[src/rtl/dthf_pkg.sv]
package dthf_pkg;

    // Port and field widths
    localparam int DATA_W    = 32;
    localparam int ADDR_W    = 5;
    localparam int REG_IDX_W = ADDR_W - 2;
    localparam int VALUE_W   = 64;
    localparam int PREC_W    = 7;
    localparam int CHAR_W    = 8;

    // binary64 layout
    localparam int FRAC_W = 52;
    localparam int EXPF_W = 11;
    localparam int SIG_W  = FRAC_W + 1;
    localparam int RND_W  = FRAC_W + 2;   // room for a carry into a leading 2

    // Internal widths
    localparam int EXP_W      = 12;       // signed exponent, -1074..1024
    localparam int MAG_W      = 11;
    localparam int REM_W      = 10;
    localparam int NDIG_W     = 6;        // up to 52 fraction digits
    localparam int HEX_DIGITS = 13;
    localparam int FCNT_W     = 4;

    localparam logic [EXPF_W-1:0]        EXPF_SPECIAL   = 11'h7FF;
    localparam logic signed [EXP_W-1:0]  EXP_BIAS       = 12'sd1023;
    localparam logic signed [EXP_W-1:0]  EXP_DENORM     = -12'sd1022;
    localparam logic signed [PREC_W-1:0] PREC_MAX_S     = 7'sd52;
    localparam logic [NDIG_W-1:0]        PREC_MAX       = 6'd52;
    localparam logic [NDIG_W-1:0]        PREC_ROUND_MAX = 6'd12;
    localparam logic [MAG_W-1:0]         MAG_THOUSAND   = 11'd1000;
    localparam logic [22:0]              RECIP_100      = 23'd5243;   // 2^19 / 100
    localparam logic [14:0]              RECIP_10       = 15'd205;    // 2^11 / 10

    // Character codes
    localparam logic [CHAR_W-1:0] CH_NUL   = 8'h00;
    localparam logic [CHAR_W-1:0] CH_0     = 8'h30;
    localparam logic [CHAR_W-1:0] CH_9     = 8'h39;
    localparam logic [CHAR_W-1:0] CH_PLUS  = 8'h2B;
    localparam logic [CHAR_W-1:0] CH_MINUS = 8'h2D;
    localparam logic [CHAR_W-1:0] CH_UA    = 8'h41;
    localparam logic [CHAR_W-1:0] CH_LA    = 8'h61;

    // Register indexes
    localparam logic [REG_IDX_W-1:0] REG_UPPER   = 3'd0;
    localparam logic [REG_IDX_W-1:0] REG_NORM    = 3'd1;
    localparam logic [REG_IDX_W-1:0] REG_ALT     = 3'd2;
    localparam logic [REG_IDX_W-1:0] REG_PLUS    = 3'd3;
    localparam logic [REG_IDX_W-1:0] REG_MINEXP  = 3'd4;
    localparam logic [REG_IDX_W-1:0] REG_EXPCH   = 3'd5;
    localparam logic [REG_IDX_W-1:0] REG_POINTCH = 3'd6;

    // Job queue
    localparam int Q_DEPTH = 2;
    localparam int Q_PTR_W = 1;
    localparam int Q_CNT_W = 2;

    typedef struct packed {
        logic              upper_case;
        logic              normalize_mode;
        logic              alt_form;
        logic              plus_sign;
        logic [2:0]        min_exp_digits;
        logic [CHAR_W-1:0] exp_char;
        logic [CHAR_W-1:0] point_char;
    } t_cfg;

    localparam t_cfg CFG_RESET = '{
        upper_case:     1'b0,
        normalize_mode: 1'b0,
        alt_form:       1'b0,
        plus_sign:      1'b1,
        min_exp_digits: 3'd1,
        exp_char:       8'd112,
        point_char:     8'd46
    };

    // One classified number, ready to be spelled out
    typedef struct packed {
        logic              special;
        logic [1:0]        lead;     // leading digit value 0..2
        logic [FRAC_W-1:0] frac;
        logic [NDIG_W-1:0] ndig;     // fraction digits to print
        logic              neg;      // exponent sign
        logic [15:0]       edig;     // thousands, hundreds, tens, units
        logic [1:0]        epos;     // first exponent digit position shown
    } t_job;

    function automatic logic [CHAR_W-1:0] hex_char(input logic [3:0] nib, input logic upper);
        logic [CHAR_W-1:0] c;
        if (nib < 4'd10) begin
            c = CH_0 + {4'b0, nib};
        end else if (upper) begin
            c = CH_UA + {4'b0, nib - 4'd10};
        end else begin
            c = CH_LA + {4'b0, nib - 4'd10};
        end
        return c;
    endfunction

endpackage

[src/rtl/dthf_in_if.sv]
interface dthf_in_if;
    import dthf_pkg::*;

    logic                      valid;
    logic                      ready;
    logic [VALUE_W-1:0]        value_bits;
    logic signed [PREC_W-1:0]  precision;

    modport source (output valid, output value_bits, output precision, input ready);
    modport sink   (input valid, input value_bits, input precision, output ready);
endinterface

[src/rtl/dthf_out_if.sv]
interface dthf_out_if;
    import dthf_pkg::*;

    logic              valid;
    logic              ready;
    logic [CHAR_W-1:0] out_char;
    logic              last;
    logic              special;

    modport source (output valid, output out_char, output last, output special, input ready);
    modport sink   (input valid, input out_char, input last, input special, output ready);
endinterface

[src/rtl/double_to_hex_float_text_unit.sv]
// Hex-float text formatter. Each request carries the 64 raw bits of a double
// and a signed precision; the unit answers with the text of the number, one
// character per response beat, last set on the final character: leading
// digit, optional point, hex fraction digits, exponent character, exponent
// sign, 1 to 4 decimal exponent digits. No sign and no 0x prefix are produced.
// NaN and infinity give a single beat with char 0 and special set.
// Flow: the front end accepts a request, walks the leading one of a
// denormal in normalize mode up to the hidden position (4 bits or 1 bit a
// cycle), rounds, takes three exponent-digit steps, then drops a job into
// a two-entry queue, waiting while the queue is full, and takes the next
// request. The back end spells one character per cycle unless the output
// stalls, so a number occupies the output for its text length. Throughput
// is set by the back end's one-character-per-cycle output register whenever
// the text takes longer to spell than the front end takes per request;
// output stalls slow it further. The APB registers should only be written
// while the unit is idle.

module double_to_hex_float_text_unit (
    input  logic                          i_clk,
    input  logic                          i_rst_n,
    dthf_in_if.sink                       i_req,
    dthf_out_if.source                    o_rsp,
    input  logic                          psel,
    input  logic                          penable,
    input  logic                          pwrite,
    input  logic [dthf_pkg::ADDR_W-1:0]   paddr,
    input  logic [dthf_pkg::DATA_W-1:0]   pwdata,
    output logic [dthf_pkg::DATA_W-1:0]   prdata,
    output logic                          pready
);
    import dthf_pkg::*;

    t_cfg r_cfg, n_cfg;

    logic                 q_push;
    logic                 q_full;
    logic                 q_pop;
    logic                 q_valid;
    t_job                 q_in_job;
    t_job                 q_out_job;
    logic                 cfg_wr;
    logic [REG_IDX_W-1:0] reg_idx;

    // ---------------- APB register file ----------------
    assign pready  = 1'b1;
    assign cfg_wr  = psel && penable && pwrite && pready;
    assign reg_idx = paddr[ADDR_W-1:2];

    always_comb begin
        n_cfg = r_cfg;
        if (cfg_wr) begin
            case (reg_idx)
                REG_UPPER:   n_cfg.upper_case     = pwdata[0];
                REG_NORM:    n_cfg.normalize_mode = pwdata[0];
                REG_ALT:     n_cfg.alt_form       = pwdata[0];
                REG_PLUS:    n_cfg.plus_sign      = pwdata[0];
                REG_MINEXP:  n_cfg.min_exp_digits = pwdata[2:0];
                REG_EXPCH:   n_cfg.exp_char       = pwdata[CHAR_W-1:0];
                REG_POINTCH: n_cfg.point_char     = pwdata[CHAR_W-1:0];
                default:     n_cfg = r_cfg;       // unmapped: write dropped
            endcase
        end
    end

    always_comb begin
        case (reg_idx)
            REG_UPPER:   prdata = DATA_W'(r_cfg.upper_case);
            REG_NORM:    prdata = DATA_W'(r_cfg.normalize_mode);
            REG_ALT:     prdata = DATA_W'(r_cfg.alt_form);
            REG_PLUS:    prdata = DATA_W'(r_cfg.plus_sign);
            REG_MINEXP:  prdata = DATA_W'(r_cfg.min_exp_digits);
            REG_EXPCH:   prdata = DATA_W'(r_cfg.exp_char);
            REG_POINTCH: prdata = DATA_W'(r_cfg.point_char);
            default:     prdata = '0;
        endcase
    end

    always_ff @(posedge i_clk) begin
        if (!i_rst_n) begin
            r_cfg <= CFG_RESET;
        end else begin
            r_cfg <= n_cfg;
        end
    end

    // ---------------- front end: accept, classify, round, exponent digits ----
    dthf_front u_front (
        .i_clk    (i_clk),
        .i_rst_n  (i_rst_n),
        .i_cfg    (r_cfg),
        .i_req    (i_req),
        .i_q_full (q_full),
        .o_q_push (q_push),
        .o_q_job  (q_in_job)
    );

    // ---------------- job queue: lets either side stall alone ----------------
    dthf_queue u_queue (
        .i_clk   (i_clk),
        .i_rst_n (i_rst_n),
        .i_push  (q_push),
        .i_job   (q_in_job),
        .o_full  (q_full),
        .i_pop   (q_pop),
        .o_valid (q_valid),
        .o_job   (q_out_job)
    );

    // ---------------- back end: one character per cycle ----------------
    dthf_back u_back (
        .i_clk     (i_clk),
        .i_rst_n   (i_rst_n),
        .i_cfg     (r_cfg),
        .i_q_valid (q_valid),
        .i_job     (q_out_job),
        .o_q_pop   (q_pop),
        .o_rsp     (o_rsp)
    );

endmodule

[src/rtl/dthf_front.sv]
module dthf_front (
    input  logic           i_clk,
    input  logic           i_rst_n,
    input  dthf_pkg::t_cfg i_cfg,
    dthf_in_if.sink        i_req,
    input  logic           i_q_full,
    output logic           o_q_push,
    output dthf_pkg::t_job o_q_job
);
    import dthf_pkg::*;

    typedef enum logic [5:0] {
        S_IDLE  = 6'b000001,
        S_NORM  = 6'b000010,
        S_ROUND = 6'b000100,
        S_DEC1  = 6'b001000,
        S_DEC2  = 6'b010000,
        S_DEC3  = 6'b100000
    } t_fstate;

    t_fstate r_state, n_state;

    logic                     r_special, n_special;
    logic                     r_zero, n_zero;
    logic                     r_short, n_short;
    logic [NDIG_W-1:0]        r_prec, n_prec;
    logic [SIG_W-1:0]         r_sig, n_sig;
    logic signed [EXP_W-1:0]  r_exp, n_exp;
    logic [1:0]               r_lead, n_lead;
    logic [NDIG_W-1:0]        r_ndig, n_ndig;
    logic                     r_neg, n_neg;
    logic                     r_thou, n_thou;
    logic [REM_W-1:0]         r_rem, n_rem;
    logic [3:0]               r_hund, n_hund;

    // request decode
    logic [EXPF_W-1:0]        in_ex;
    logic                     in_zero;
    logic                     in_special;
    logic                     in_short;
    logic [NDIG_W-1:0]        in_prec;
    logic signed [EXP_W-1:0]  in_exp;

    // rounding
    logic                     rnd_en;
    logic [NDIG_W-1:0]        rnd_sh;
    logic [RND_W-1:0]         rnd_unit;
    logic                     rnd_bit;
    logic [RND_W-1:0]         rnd_sum;
    logic [RND_W-1:0]         rnd_val;

    // digit count and exponent digits
    logic [FCNT_W-1:0]        fcnt;
    logic [EXP_W-1:0]         mag_full;
    logic [MAG_W-1:0]         mag;
    logic [MAG_W-1:0]         mag_rem;
    logic [22:0]              hund_prod;
    logic [REM_W-1:0]         rem2;
    logic [14:0]              tens_prod;
    logic [3:0]               tens;
    logic [6:0]               unit7;
    logic                     need4, need3, need2;
    logic [1:0]               epos;

    assign i_req.ready = (r_state == S_IDLE);

    assign in_ex      = i_req.value_bits[FRAC_W+EXPF_W-1:FRAC_W];
    assign in_zero    = (i_req.value_bits[FRAC_W+EXPF_W-1:0] == '0);
    assign in_special = (in_ex == EXPF_SPECIAL);
    assign in_short   = (i_req.precision < 0);
    assign in_prec    = (i_req.precision > PREC_MAX_S) ? PREC_MAX
                                                      : i_req.precision[NDIG_W-1:0];
    assign in_exp     = in_zero ? '0
                      : (in_ex == '0) ? EXP_DENORM
                      : $signed({1'b0, in_ex}) - EXP_BIAS;

    assign rnd_en   = !r_short && (r_prec <= PREC_ROUND_MAX);
    assign rnd_sh   = NDIG_W'(FRAC_W) - {r_prec[3:0], 2'b00};
    assign rnd_unit = RND_W'(1) << rnd_sh;
    assign rnd_bit  = r_sig[rnd_sh - NDIG_W'(1)];
    assign rnd_sum  = {1'b0, r_sig} + (rnd_bit ? rnd_unit : '0);
    assign rnd_val  = rnd_en ? (rnd_sum & ~(rnd_unit - RND_W'(1))) : {1'b0, r_sig};

    // last nonzero hex digit of the fraction
    always_comb begin
        fcnt = '0;
        for (int i = 0; i < HEX_DIGITS; i++) begin
            if (r_sig[FRAC_W-1-4*i -: 4] != 4'd0) begin
                fcnt = FCNT_W'(i + 1);
            end
        end
    end

    assign mag_full  = r_exp[EXP_W-1] ? EXP_W'(-r_exp) : EXP_W'(r_exp);
    assign mag       = mag_full[MAG_W-1:0];
    assign mag_rem   = (mag >= MAG_THOUSAND) ? mag - MAG_THOUSAND : mag;
    assign hund_prod = 23'(r_rem) * RECIP_100;
    assign rem2      = r_rem - (REM_W'({r_hund, 6'b0}) + REM_W'({r_hund, 5'b0})
                              + REM_W'({r_hund, 2'b0}));
    assign tens_prod = 15'(rem2[6:0]) * RECIP_10;
    assign tens      = tens_prod[14:11];
    assign unit7     = rem2[6:0] - (7'({tens, 3'b0}) + 7'({tens, 1'b0}));

    assign need4 = r_thou || (i_cfg.min_exp_digits >= 3'd4);
    assign need3 = need4 || (r_hund != 4'd0) || (i_cfg.min_exp_digits >= 3'd3);
    assign need2 = need3 || (tens != 4'd0) || (i_cfg.min_exp_digits >= 3'd2);
    assign epos  = need4 ? 2'd0 : need3 ? 2'd1 : need2 ? 2'd2 : 2'd3;

    always_comb begin
        o_q_job.special = r_special;
        o_q_job.lead    = r_lead;
        o_q_job.frac    = r_sig[FRAC_W-1:0];
        o_q_job.ndig    = r_ndig;
        o_q_job.neg     = r_neg;
        o_q_job.edig    = {3'b000, r_thou, r_hund, tens, unit7[3:0]};
        o_q_job.epos    = epos;
    end

    always_comb begin
        n_state   = r_state;
        n_special = r_special;
        n_zero    = r_zero;
        n_short   = r_short;
        n_prec    = r_prec;
        n_sig     = r_sig;
        n_exp     = r_exp;
        n_lead    = r_lead;
        n_ndig    = r_ndig;
        n_neg     = r_neg;
        n_thou    = r_thou;
        n_rem     = r_rem;
        n_hund    = r_hund;
        o_q_push  = 1'b0;
        case (r_state)
            S_IDLE: begin
                if (i_req.valid) begin
                    n_special = in_special;
                    n_zero    = in_zero;
                    n_short   = in_short;
                    n_prec    = in_prec;
                    n_sig     = {!i_cfg.normalize_mode && (in_ex != '0),
                                 i_req.value_bits[FRAC_W-1:0]};
                    n_exp     = in_exp;
                    n_state   = (i_cfg.normalize_mode && (in_ex == '0) && !in_zero)
                              ? S_NORM : S_ROUND;
                end
            end
            S_NORM: begin
                // denormal: walk the leading one up to the hidden position
                if (r_sig[FRAC_W]) begin
                    n_sig[FRAC_W] = 1'b0;
                    n_state       = S_ROUND;
                end else if (r_sig[FRAC_W -: 4] == 4'd0) begin
                    n_sig = {r_sig[SIG_W-5:0], 4'b0000};
                    n_exp = r_exp - 12'sd4;
                end else begin
                    n_sig = {r_sig[SIG_W-2:0], 1'b0};
                    n_exp = r_exp - 12'sd1;
                end
            end
            S_ROUND: begin
                n_sig = {1'b0, rnd_val[FRAC_W-1:0]};
                if (r_zero) begin
                    n_lead = 2'd0;
                end else if (i_cfg.normalize_mode) begin
                    n_lead = 2'd1;
                    if (rnd_val[FRAC_W]) begin
                        n_exp = r_exp + 12'sd1;
                    end
                end else begin
                    n_lead = rnd_val[RND_W-1:FRAC_W];
                end
                n_state = S_DEC1;
            end
            S_DEC1: begin
                if (r_short || (NDIG_W'(fcnt) > r_prec)) begin
                    n_ndig = NDIG_W'(fcnt);
                end else begin
                    n_ndig = r_prec;
                end
                n_neg   = r_exp[EXP_W-1];
                n_thou  = (mag >= MAG_THOUSAND);
                n_rem   = mag_rem[REM_W-1:0];
                n_state = S_DEC2;
            end
            S_DEC2: begin
                n_hund  = hund_prod[22:19];
                n_state = S_DEC3;
            end
            S_DEC3: begin
                if (!i_q_full) begin
                    o_q_push = 1'b1;
                    n_state  = S_IDLE;
                end
            end
            default: begin
                n_state = S_IDLE;
            end
        endcase
    end

    always_ff @(posedge i_clk) begin
        if (!i_rst_n) begin
            r_state <= S_IDLE;
        end else begin
            r_state <= n_state;
        end
    end

    always_ff @(posedge i_clk) begin
        r_special <= n_special;
        r_zero    <= n_zero;
        r_short   <= n_short;
        r_prec    <= n_prec;
        r_sig     <= n_sig;
        r_exp     <= n_exp;
        r_lead    <= n_lead;
        r_ndig    <= n_ndig;
        r_neg     <= n_neg;
        r_thou    <= n_thou;
        r_rem     <= n_rem;
        r_hund    <= n_hund;
    end

endmodule

[src/rtl/dthf_queue.sv]
module dthf_queue (
    input  logic           i_clk,
    input  logic           i_rst_n,
    input  logic           i_push,
    input  dthf_pkg::t_job i_job,
    output logic           o_full,
    input  logic           i_pop,
    output logic           o_valid,
    output dthf_pkg::t_job o_job
);
    import dthf_pkg::*;

    t_job               r_mem [Q_DEPTH];
    logic [Q_PTR_W-1:0] r_wptr, n_wptr;
    logic [Q_PTR_W-1:0] r_rptr, n_rptr;
    logic [Q_CNT_W-1:0] r_cnt, n_cnt;
    logic               do_push;
    logic               do_pop;

    assign o_full  = (r_cnt == Q_CNT_W'(Q_DEPTH));
    assign o_valid = (r_cnt != '0);
    assign o_job   = r_mem[r_rptr];

    assign do_push = i_push && !o_full;
    assign do_pop  = i_pop && o_valid;

    always_comb begin
        n_wptr = do_push ? r_wptr + Q_PTR_W'(1) : r_wptr;
        n_rptr = do_pop ? r_rptr + Q_PTR_W'(1) : r_rptr;
        n_cnt  = r_cnt + Q_CNT_W'(do_push) - Q_CNT_W'(do_pop);
    end

    always_ff @(posedge i_clk) begin
        if (!i_rst_n) begin
            r_wptr <= '0;
            r_rptr <= '0;
            r_cnt  <= '0;
        end else begin
            r_wptr <= n_wptr;
            r_rptr <= n_rptr;
            r_cnt  <= n_cnt;
        end
    end

    always_ff @(posedge i_clk) begin
        if (do_push) begin
            r_mem[r_wptr] <= i_job;
        end
    end

endmodule

[src/rtl/dthf_back.sv]
module dthf_back (
    input  logic           i_clk,
    input  logic           i_rst_n,
    input  dthf_pkg::t_cfg i_cfg,
    input  logic           i_q_valid,
    input  dthf_pkg::t_job i_job,
    output logic           o_q_pop,
    dthf_out_if.source     o_rsp
);
    import dthf_pkg::*;

    typedef enum logic [5:0] {
        B_LEAD  = 6'b000001,
        B_POINT = 6'b000010,
        B_FRAC  = 6'b000100,
        B_ECHAR = 6'b001000,
        B_SIGN  = 6'b010000,
        B_EDIG  = 6'b100000
    } t_bstate;

    t_bstate           r_bstate, n_bstate;
    logic              r_ovalid, n_ovalid;
    logic [CHAR_W-1:0] r_char, n_char;
    logic              r_last, n_last;
    logic              r_special, n_special;
    logic [FRAC_W-1:0] r_frac, n_frac;
    logic [NDIG_W-1:0] r_cnt, n_cnt;
    logic [1:0]        r_epos, n_epos;
    logic              adv;
    logic [3:0]        edigit;

    assign o_rsp.valid    = r_ovalid;
    assign o_rsp.out_char = r_char;
    assign o_rsp.last     = r_last;
    assign o_rsp.special  = r_special;

    // a new character goes out whenever a job is waiting and the output register is free or drains
    assign adv = i_q_valid && (!r_ovalid || o_rsp.ready);

    always_comb begin
        case (r_epos)
            2'd0:    edigit = i_job.edig[15:12];
            2'd1:    edigit = i_job.edig[11:8];
            2'd2:    edigit = i_job.edig[7:4];
            default: edigit = i_job.edig[3:0];
        endcase
    end

    always_comb begin
        n_bstate  = r_bstate;
        n_ovalid  = r_ovalid && !o_rsp.ready;
        n_char    = r_char;
        n_last    = r_last;
        n_special = r_special;
        n_frac    = r_frac;
        n_cnt     = r_cnt;
        n_epos    = r_epos;
        o_q_pop   = 1'b0;
        if (adv) begin
            n_ovalid  = 1'b1;
            n_last    = 1'b0;
            n_special = 1'b0;
            case (r_bstate)
                B_LEAD: begin
                    if (i_job.special) begin
                        n_char    = CH_NUL;
                        n_last    = 1'b1;
                        n_special = 1'b1;
                        o_q_pop   = 1'b1;
                    end else begin
                        n_char   = hex_char({2'b00, i_job.lead}, i_cfg.upper_case);
                        n_frac   = i_job.frac;
                        n_cnt    = '0;
                        n_bstate = ((i_job.ndig != '0) || i_cfg.alt_form) ? B_POINT : B_ECHAR;
                    end
                end
                B_POINT: begin
                    n_char   = i_cfg.point_char;
                    n_bstate = (i_job.ndig != '0) ? B_FRAC : B_ECHAR;
                end
                B_FRAC: begin
                    n_char = hex_char(r_frac[FRAC_W-1 -: 4], i_cfg.upper_case);
                    n_frac = {r_frac[FRAC_W-5:0], 4'b0000};
                    n_cnt  = r_cnt + NDIG_W'(1);
                    if (r_cnt == i_job.ndig - NDIG_W'(1)) begin
                        n_bstate = B_ECHAR;
                    end
                end
                B_ECHAR: begin
                    n_char   = i_cfg.exp_char;
                    n_epos   = i_job.epos;
                    n_bstate = (i_job.neg || i_cfg.plus_sign) ? B_SIGN : B_EDIG;
                end
                B_SIGN: begin
                    n_char   = i_job.neg ? CH_MINUS : CH_PLUS;
                    n_bstate = B_EDIG;
                end
                B_EDIG: begin
                    n_char = CH_0 + {4'b0000, edigit};
                    if (r_epos == 2'd3) begin
                        n_last   = 1'b1;
                        o_q_pop  = 1'b1;
                        n_bstate = B_LEAD;
                    end else begin
                        n_epos = r_epos + 2'd1;
                    end
                end
                default: begin
                    n_bstate = B_LEAD;
                end
            endcase
        end
    end

    always_ff @(posedge i_clk) begin
        if (!i_rst_n) begin
            r_bstate <= B_LEAD;
            r_ovalid <= 1'b0;
        end else begin
            r_bstate <= n_bstate;
            r_ovalid <= n_ovalid;
        end
    end

    always_ff @(posedge i_clk) begin
        r_char    <= n_char;
        r_last    <= n_last;
        r_special <= n_special;
        r_frac    <= n_frac;
        r_cnt     <= n_cnt;
        r_epos    <= n_epos;
    end

endmodule

[src/flat_wrapper.sv]
// flat-port wrapper written by rule: the top's interface ports become plain ports
module double_to_hex_float_text_unit_flat import dthf_pkg::*;
  (i_clk, i_rst_n, psel, penable, pwrite, paddr, pwdata, prdata, pready, i_req_valid, i_req_value_bits, i_req_precision, i_req_ready, o_rsp_valid, o_rsp_out_char, o_rsp_last, o_rsp_special, o_rsp_ready);
  dthf_in_if i_req_i ();
  dthf_out_if o_rsp_i ();
  input  logic i_clk;
  input  logic i_rst_n;
  input  logic psel;
  input  logic penable;
  input  logic pwrite;
  input  logic [dthf_pkg::ADDR_W-1:0] paddr;
  input  logic [dthf_pkg::DATA_W-1:0] pwdata;
  output logic [dthf_pkg::DATA_W-1:0] prdata;
  output logic pready;
  input wire logic [$bits(i_req_i.valid)-1:0] i_req_valid;
  input wire logic [$bits(i_req_i.value_bits)-1:0] i_req_value_bits;
  input wire logic [$bits(i_req_i.precision)-1:0] i_req_precision;
  output wire logic [$bits(i_req_i.ready)-1:0] i_req_ready;
  output wire logic [$bits(o_rsp_i.valid)-1:0] o_rsp_valid;
  output wire logic [$bits(o_rsp_i.out_char)-1:0] o_rsp_out_char;
  output wire logic [$bits(o_rsp_i.last)-1:0] o_rsp_last;
  output wire logic [$bits(o_rsp_i.special)-1:0] o_rsp_special;
  input wire logic [$bits(o_rsp_i.ready)-1:0] o_rsp_ready;
  assign i_req_i.valid = i_req_valid;
  assign i_req_i.value_bits = i_req_value_bits;
  assign i_req_i.precision = i_req_precision;
  assign i_req_ready = i_req_i.ready;
  assign o_rsp_valid = o_rsp_i.valid;
  assign o_rsp_out_char = o_rsp_i.out_char;
  assign o_rsp_last = o_rsp_i.last;
  assign o_rsp_special = o_rsp_i.special;
  assign o_rsp_i.ready = o_rsp_ready;
  double_to_hex_float_text_unit u_core (.i_clk(i_clk), .i_rst_n(i_rst_n), .i_req(i_req_i), .o_rsp(o_rsp_i), .psel(psel), .penable(penable), .pwrite(pwrite), .paddr(paddr), .pwdata(pwdata), .prdata(prdata), .pready(pready));
endmodule
[config.mk]
export PLATFORM = sky130hd
export DESIGN_NAME = double_to_hex_float_text_unit_flat
export DESIGN_NICKNAME = d
export VERILOG_FILES = /design/src/rtl/dthf_pkg.sv /design/src/rtl/dthf_in_if.sv /design/src/rtl/dthf_out_if.sv /design/src/rtl/double_to_hex_float_text_unit.sv /design/src/rtl/dthf_front.sv /design/src/rtl/dthf_queue.sv /design/src/rtl/dthf_back.sv /design/src/flat_wrapper.sv
export SDC_FILE = /design/constraint.sdc
export NUM_CORES = 1
export LEC_CHECK = 0
export CORE_MARGIN = 3
export CORE_UTILIZATION = 59
export DETAILED_ROUTE_END_ITERATION = 8
export DONT_BUFFER_PORTS = 1
export PLACE_DENSITY = 0.78
export SLEW_MARGIN = 20
export SYNTH_ARGS = -nofsm -noshare
export SYNTH_HDL_FRONTEND = slang
export SYNTH_SLANG_ARGS = --single-unit
[constraint.sdc]
create_clock -name i_clk -period 5.5 [get_ports i_clk]
set_input_delay 0.55 -clock i_clk [delete_from_list [all_inputs] [get_ports i_clk]]
set_output_delay 0.55 -clock i_clk [all_outputs]
set_load 0.01 [all_outputs]
* After elaboration in Yosys (flattened, before gate mapping) *
Memory sizes are Yosys's and may differ from the RTL's. A register that Yosys moved wholly into a read port is not among the register bits.
Index checks and enable logic that the tools add are counted.

storage, ports and cells
  bits in registers = 208
  bits in writable memories = 154
  input port bits = 115
  output and inout port bits = 45
  word-level logic and storage cells = 264
  memories kept = 1

memory list
  name                  depth  bits a word  rd ports  clocked after Yosys merged registers in  write ports  RTL line          RTL
  u_core.u_queue.r_mem  2      77           1         1                                        1            dthf_queue.sv:13  t_job r_mem [Q_DEPTH];

operators by class
  add/subtract/negate cells = 31
  multiply operators = 2
  magnitude comparators = 11
  equality and inequality tests = 36
  shifts and indexed selects = 1
  mux-type cells = 76
  bitwise operators = 3
  reductions and logical operators = 69

operator list
  operator                                              number
  two-way mux 53 bit                                    3
  one-hot mux 53 bit (3 select lines)                   1
  two-way mux 52 bit                                    2
  one-hot mux 52 bit (2 select lines)                   1
  two-way mux 12 bit                                    8
  one-hot mux 6 bit (6 select lines)                    2
  zero test 63 bit                                      1
  two-way mux 4 bit                                     15
  nonzero test 4 bit                                    15
  one-hot mux 8 bit (7 select lines)                    1
  adder 53 x 54 -> 54 bit                               1
  AND 54 bit                                            1
  two-way mux 54 bit                                    1
  inverter 54 bit                                       1
  << shifter 1 x 6 -> 54 bit (first input constant)     1
  subtractor 54 x 1 -> 54 bit (second input constant)   1
  two-way mux 6 bit                                     8
  one-hot mux 8 bit (6 select lines)                    1
  two-way mux 8 bit                                     5
  one-hot mux 12 bit (3 select lines)                   1
  adder 7 x 4 -> 8 bit (first input constant)           4
  multiplier 10 x 13 -> 23 bit (second input constant)  1
  != test 2 bit (second input constant)                 11
  AND reduction 2 bit                                   10
  73 further kinds                                      133

* Depth between registers and ports, before layout *
  depth in word-level cells = 17
  gate-level depth with buffers = 26
  depth with buffers taken out = 26

* Cells and area by module *
A second synthesis with hierarchy kept.

second synthesis, totals
  cell total of the unflattened synthesis = 2322
  area total of the unflattened synthesis = 24478.5 um^2

by module, submodules not included
  module                         times used  cells each  area an instance (um^2)  seq. area each (um^2)
  dthf_front                     1           1484        12715.9                  3062.9
  dthf_queue                     1           276         6413.7                   4904.7
  dthf_back                      1           409         4000.1                   2242.2
  double_to_hex_float_text_unit  1           153         1348.8                   460.4

* Worst setup path after synthesis *
OpenSTA, ideal clock, no wires.

  path kind = reg-to-reg
  start point = reg u_core.u_front.r_rem[3]
  end point = mem u_core.u_queue.r_mem[0][5] (netlist name) (data pin)
  setup time = 0.270 ns
  arrival time = 5.545 ns
  data required time = 5.230 ns
  setup slack = -0.315 ns
  cell stages (with the launch flop) = 27
  buffers on the path = 0
  clock period less this slack = 5.815 ns
  cells stage by stage = edfxtp_1 -> inv_1 -> ha_1 -> inv_1 -> ha_1 -> ha_1 -> nand2b_1 -> a21o_1 -> a21oi_1 -> xnor2_1 -> ha_1 -> ha_1 -> fa_1 -> inv_1 -> fa_1 -> inv_1 -> ha_1 -> a211oi_1 -> nor3b_1 -> o41a_1 -> nor2_1 -> xnor2_1 -> ha_1 -> nand2_1 -> nand2_1 -> xnor2_1 -> xnor2_1

RTL lines
  what                    RTL line           RTL
  from (decl)             dthf_front.sv:33   logic [REM_W-1:0] r_rem, n_rem;
  from (signal assigned)  dthf_front.sv:221  r_rem <= n_rem;
  to (decl)               dthf_queue.sv:13

==> summary.txt <==
Finish
  • Most frequent cells in the layout: edfxtp_1 (322), nand2_1 (210), nor2_1 (178)
  • Layout area overhead: 9.29%
  • Nets: 2553
  • Commonest non-fill, non-tap cell in the layout: edfxtp_1
  • Fill cells: a little under 3000
  • Post-route insts no fill: around 2800
  • Share of cells above drive strength 1: a little under a tenth
  • Post-layout util: 65.5%

Critical path
  • Data required, critical path: 5.80 ns
  • Worst setup SP type: flip-flop
  • Crit Path Max Fanout: 3
  • Arr. time, crit path: about 6 ns
  • Crit. End Element: flip-flop
  • CP Class: flip-flop to flip-flop

Power
  • Power, Total: 9390 uW
  • Sequential power share: between 40% and 50%
  • Int Pwr: 6120 uW
  • Logic pwr share: a little over a quarter
  • Leak: roughly 0.0093 uW
  • Sw frac: 34.8%
  • Psw: roughly 3300 uW
  • Pwr Density: roughly 370 nW/um2
  • Power share of the clock group: 29.3%
  • VDD IR max: between 200 and 300 uV

Global routing
  • Vias in the first global route: 17100
  • First-pass GRT wire length: ~93000 um
  • GR Overflow Total: 0
  • All-Layer GR Usage: 28.3%
  • Largest net degree at the start of global routing: 108
  • Antenna violations before repair: 0

Placement
  • Dpl hpwl: 43800 um
  • GP Congestion: 1.03
  • PortBufs: 0
  • Placement Setup Slack: -0.0874 ns
  • Placed cells: about 2700

Drt
  • Routed WL: 60700 um
  • Vias per cell: around 6.4
  • First-pass DRT Iterations: 6
  • Final ANT Viol Nets: 0
  • DRT iter0 DRCs: about 2100
  • Vias post-DR: between 15000 and 20000
  • Routed len/inst: roughly 22 um
  • DRC viols: 0

Timing
  • Tmin final: between 5 and 6 ns
  • Fmax: 180 MHz
  • Slew headroom: approximately a quarter
  • Max-slew violations: 0
  • Final hold slack: 0.0782 ns
  • Final Skew: between 0.015 and 0.02 ns
  • Crit share post-route: 101%
  • Post-route worst setup slack: -0.0547 ns
  • Worst-Margin Slew: around 1.1 ns
  • RSZ-0062 raised after global routing: true
  • Endpoints failing hold: 0
  • Final Setup Violations: 2

Die
  • Die ar.: around 42000 um2
  • Die height: between 200 and 250 um
  • Die width: 205 um
  • Core area: slightly below 40000 um2
  • Initial Util: approximately three fifths
  • # IOs: between 150 and 200
  • # rows: between 70 and 80

Logic synthesis
  • Syn Inst Count: between 2000 and 2500
  • Seq cells post-synth: between 300 and 400
  • Synth cell types: a little over 100
  • Cell Area, Synth: 23300 um2
  • Sequential element share of the synthesized area: about 45%
  • Ys Warns: 0
  • Ys flop type: edfxtp_1
  • Synth Area per Inst: around 10 um2
  • Post-synth EDFFs: roughly 320
  • Synth async-reset ratio: 0%

Run status
  • Failing checks: negative setup slack
  • Outcome: complete, but fails checks

Min path
  • Hold Crit Class: input port to flip-flop

Clocking
  • CTS Buffer Depth: 3
  • Clock latency on the worst-skew pair: roughly 0.56 ns
  • CTS tree: built
  • # H-tree levels: 2
  • CTS buffer count: 39
  • Reg clk slew, reported paths: 0.06 ns
  • Hold-fix buffers, CTS: 0
  • CTS sink count: roughly 360
  • Clock root cell: clkbuf_16

Run
  • Max-cap viol count: 0
stage by stage:
step / cell area, um2 / TNS [ns]
floorplan: 23400 / 0
global placement: 23900 / -0.0682
detailed placement: 23900 / -0.297
CTS: 25300 / 0
global route: 25400 / -0.981
finish: 25400 / -0.109
registers in the layout (all words and copies together), names as in the netlist, 8 cells and up, named ones only:
signal	cells
u_core.u_front.r_rem	10
u_core.u_front.r_sig	53
u_core.u_back.o_rsp.out_char	8
u_core.u_front.r_exp	12
u_core.r_cfg	23
u_core.u_back.r_frac	52
u_core.u_queue.r_mem	154
synthesized netlist by cell type, types with 43 or more instances:
library cell / count / area, um2
clkbuf_1: 70 / 263
mux2i_1: 89 / 891
nand2_1: 211 / 792
ha_1: 174 / 2180
a21oi_1: 136 / 681
nand3_1: 59 / 295
fa_1: 43 / 861
xnor2_1: 62 / 543
inv_1: 137 / 514
edfxtp_1: 322 / 9670
o21ai_0: 79 / 395
nor2_1: 181 / 679
xor2_1: 51 / 447
final timing paths:
path	slack, ns	start	cells past startpoint	to
hold / removal	0.08	i_req_precision[4]	0	u_core.u_front.r_prec[4]
hold reg to reg	0.45	u_core.u_front.r_neg	0	u_core.u_queue.r_mem[1][15]
setup / recovery	-0.05	u_core.u_front.r_hund[1]	25	u_core.u_queue.r_mem[1][5]
setup reg to reg	-0.05	u_core.u_front.r_hund[1]	25	u_core.u_queue.r_mem[1][5]
layer usage:
metal | part of all wire (%) | track usage, %
met4 | 3.2 | 9.61
met1 | 41 | 40.2
met3 | 10 | 6.15
met5 | 0 | 0
met2 | 45 | 43.5
power groups by stage:
| stage | logic, uW | clock network (uW) | registers [uW] |
|---|---|---|---|
| 6_report | 2560 | 2750 | 4080 |
| 5_1_grt | 2780 | 2880 | 4100 |
| 4_1_cts | 2490 | 2780 | 4040 |
| 3_5_place_dp | 2460 | 0 | 4090 |
| 3_3_place_gp | 2390 | 0 | 4070 |
| 2_1_floorplan | 2030 | 0 | 3730 |
critical path, stage by stage, from the launching register on:
cell and delay [ns]:
edfxtp_1 0.43, ha_4 0.33, inv_4 0.04, ha_4 0.22
ha_4 0.15, nand2b_4 0.12, a21o_1 0.16, a21oi_2 0.16
xnor2_2 0.21, ha_4 0.20, fa_1 0.42, ha_1 0.29
inv_1 0.05, fa_1 0.51, inv_2 0.05, ha_4 0.23
a211oi_2 0.19, nor3b_2 0.08, o41a_1 0.44, nor2_2 0.19
xnor2_2 0.11, ha_1 0.32, nand2_1 0.08, nand2_2 0.07
xnor2_2 0.13, xnor2_1 0.13
cell type report:
class                   instances  area (um2)  area share [%]
multi-input cells            1611       11900            46.8
flip-flops and latches        363       10500            41.3
inverters                     139         524            2.06
diodes                          1        2.50         0.00985
repair buffers                 67         503            1.98
well taps                     518         648            2.55
clock inverters                20         265            1.04
clock buffers                  51        1080            4.26
cell families after synthesis:
logic type	after synthesis	synth area share, %
AO/OA/AOI/OAI	449	12.7
XOR/XNOR	114	4.33
AND/OR/NAND/NOR	704	14.9
multiplexers	102	4.65
adder cells (fa/ha/maj)	217	13.1
flip-flops	363	45.1
buffers and inverters	282	5.18
other	2	0.0323
timing repair:
action,4_1_cts,5_1_grt
gates resized for setup,5,12
setup endpoints to repair,4,7
pin swaps,12,13
setup buffers,3,3
endpoints found under the hold margin,0,0
Power figures use the tool's default switching activity.
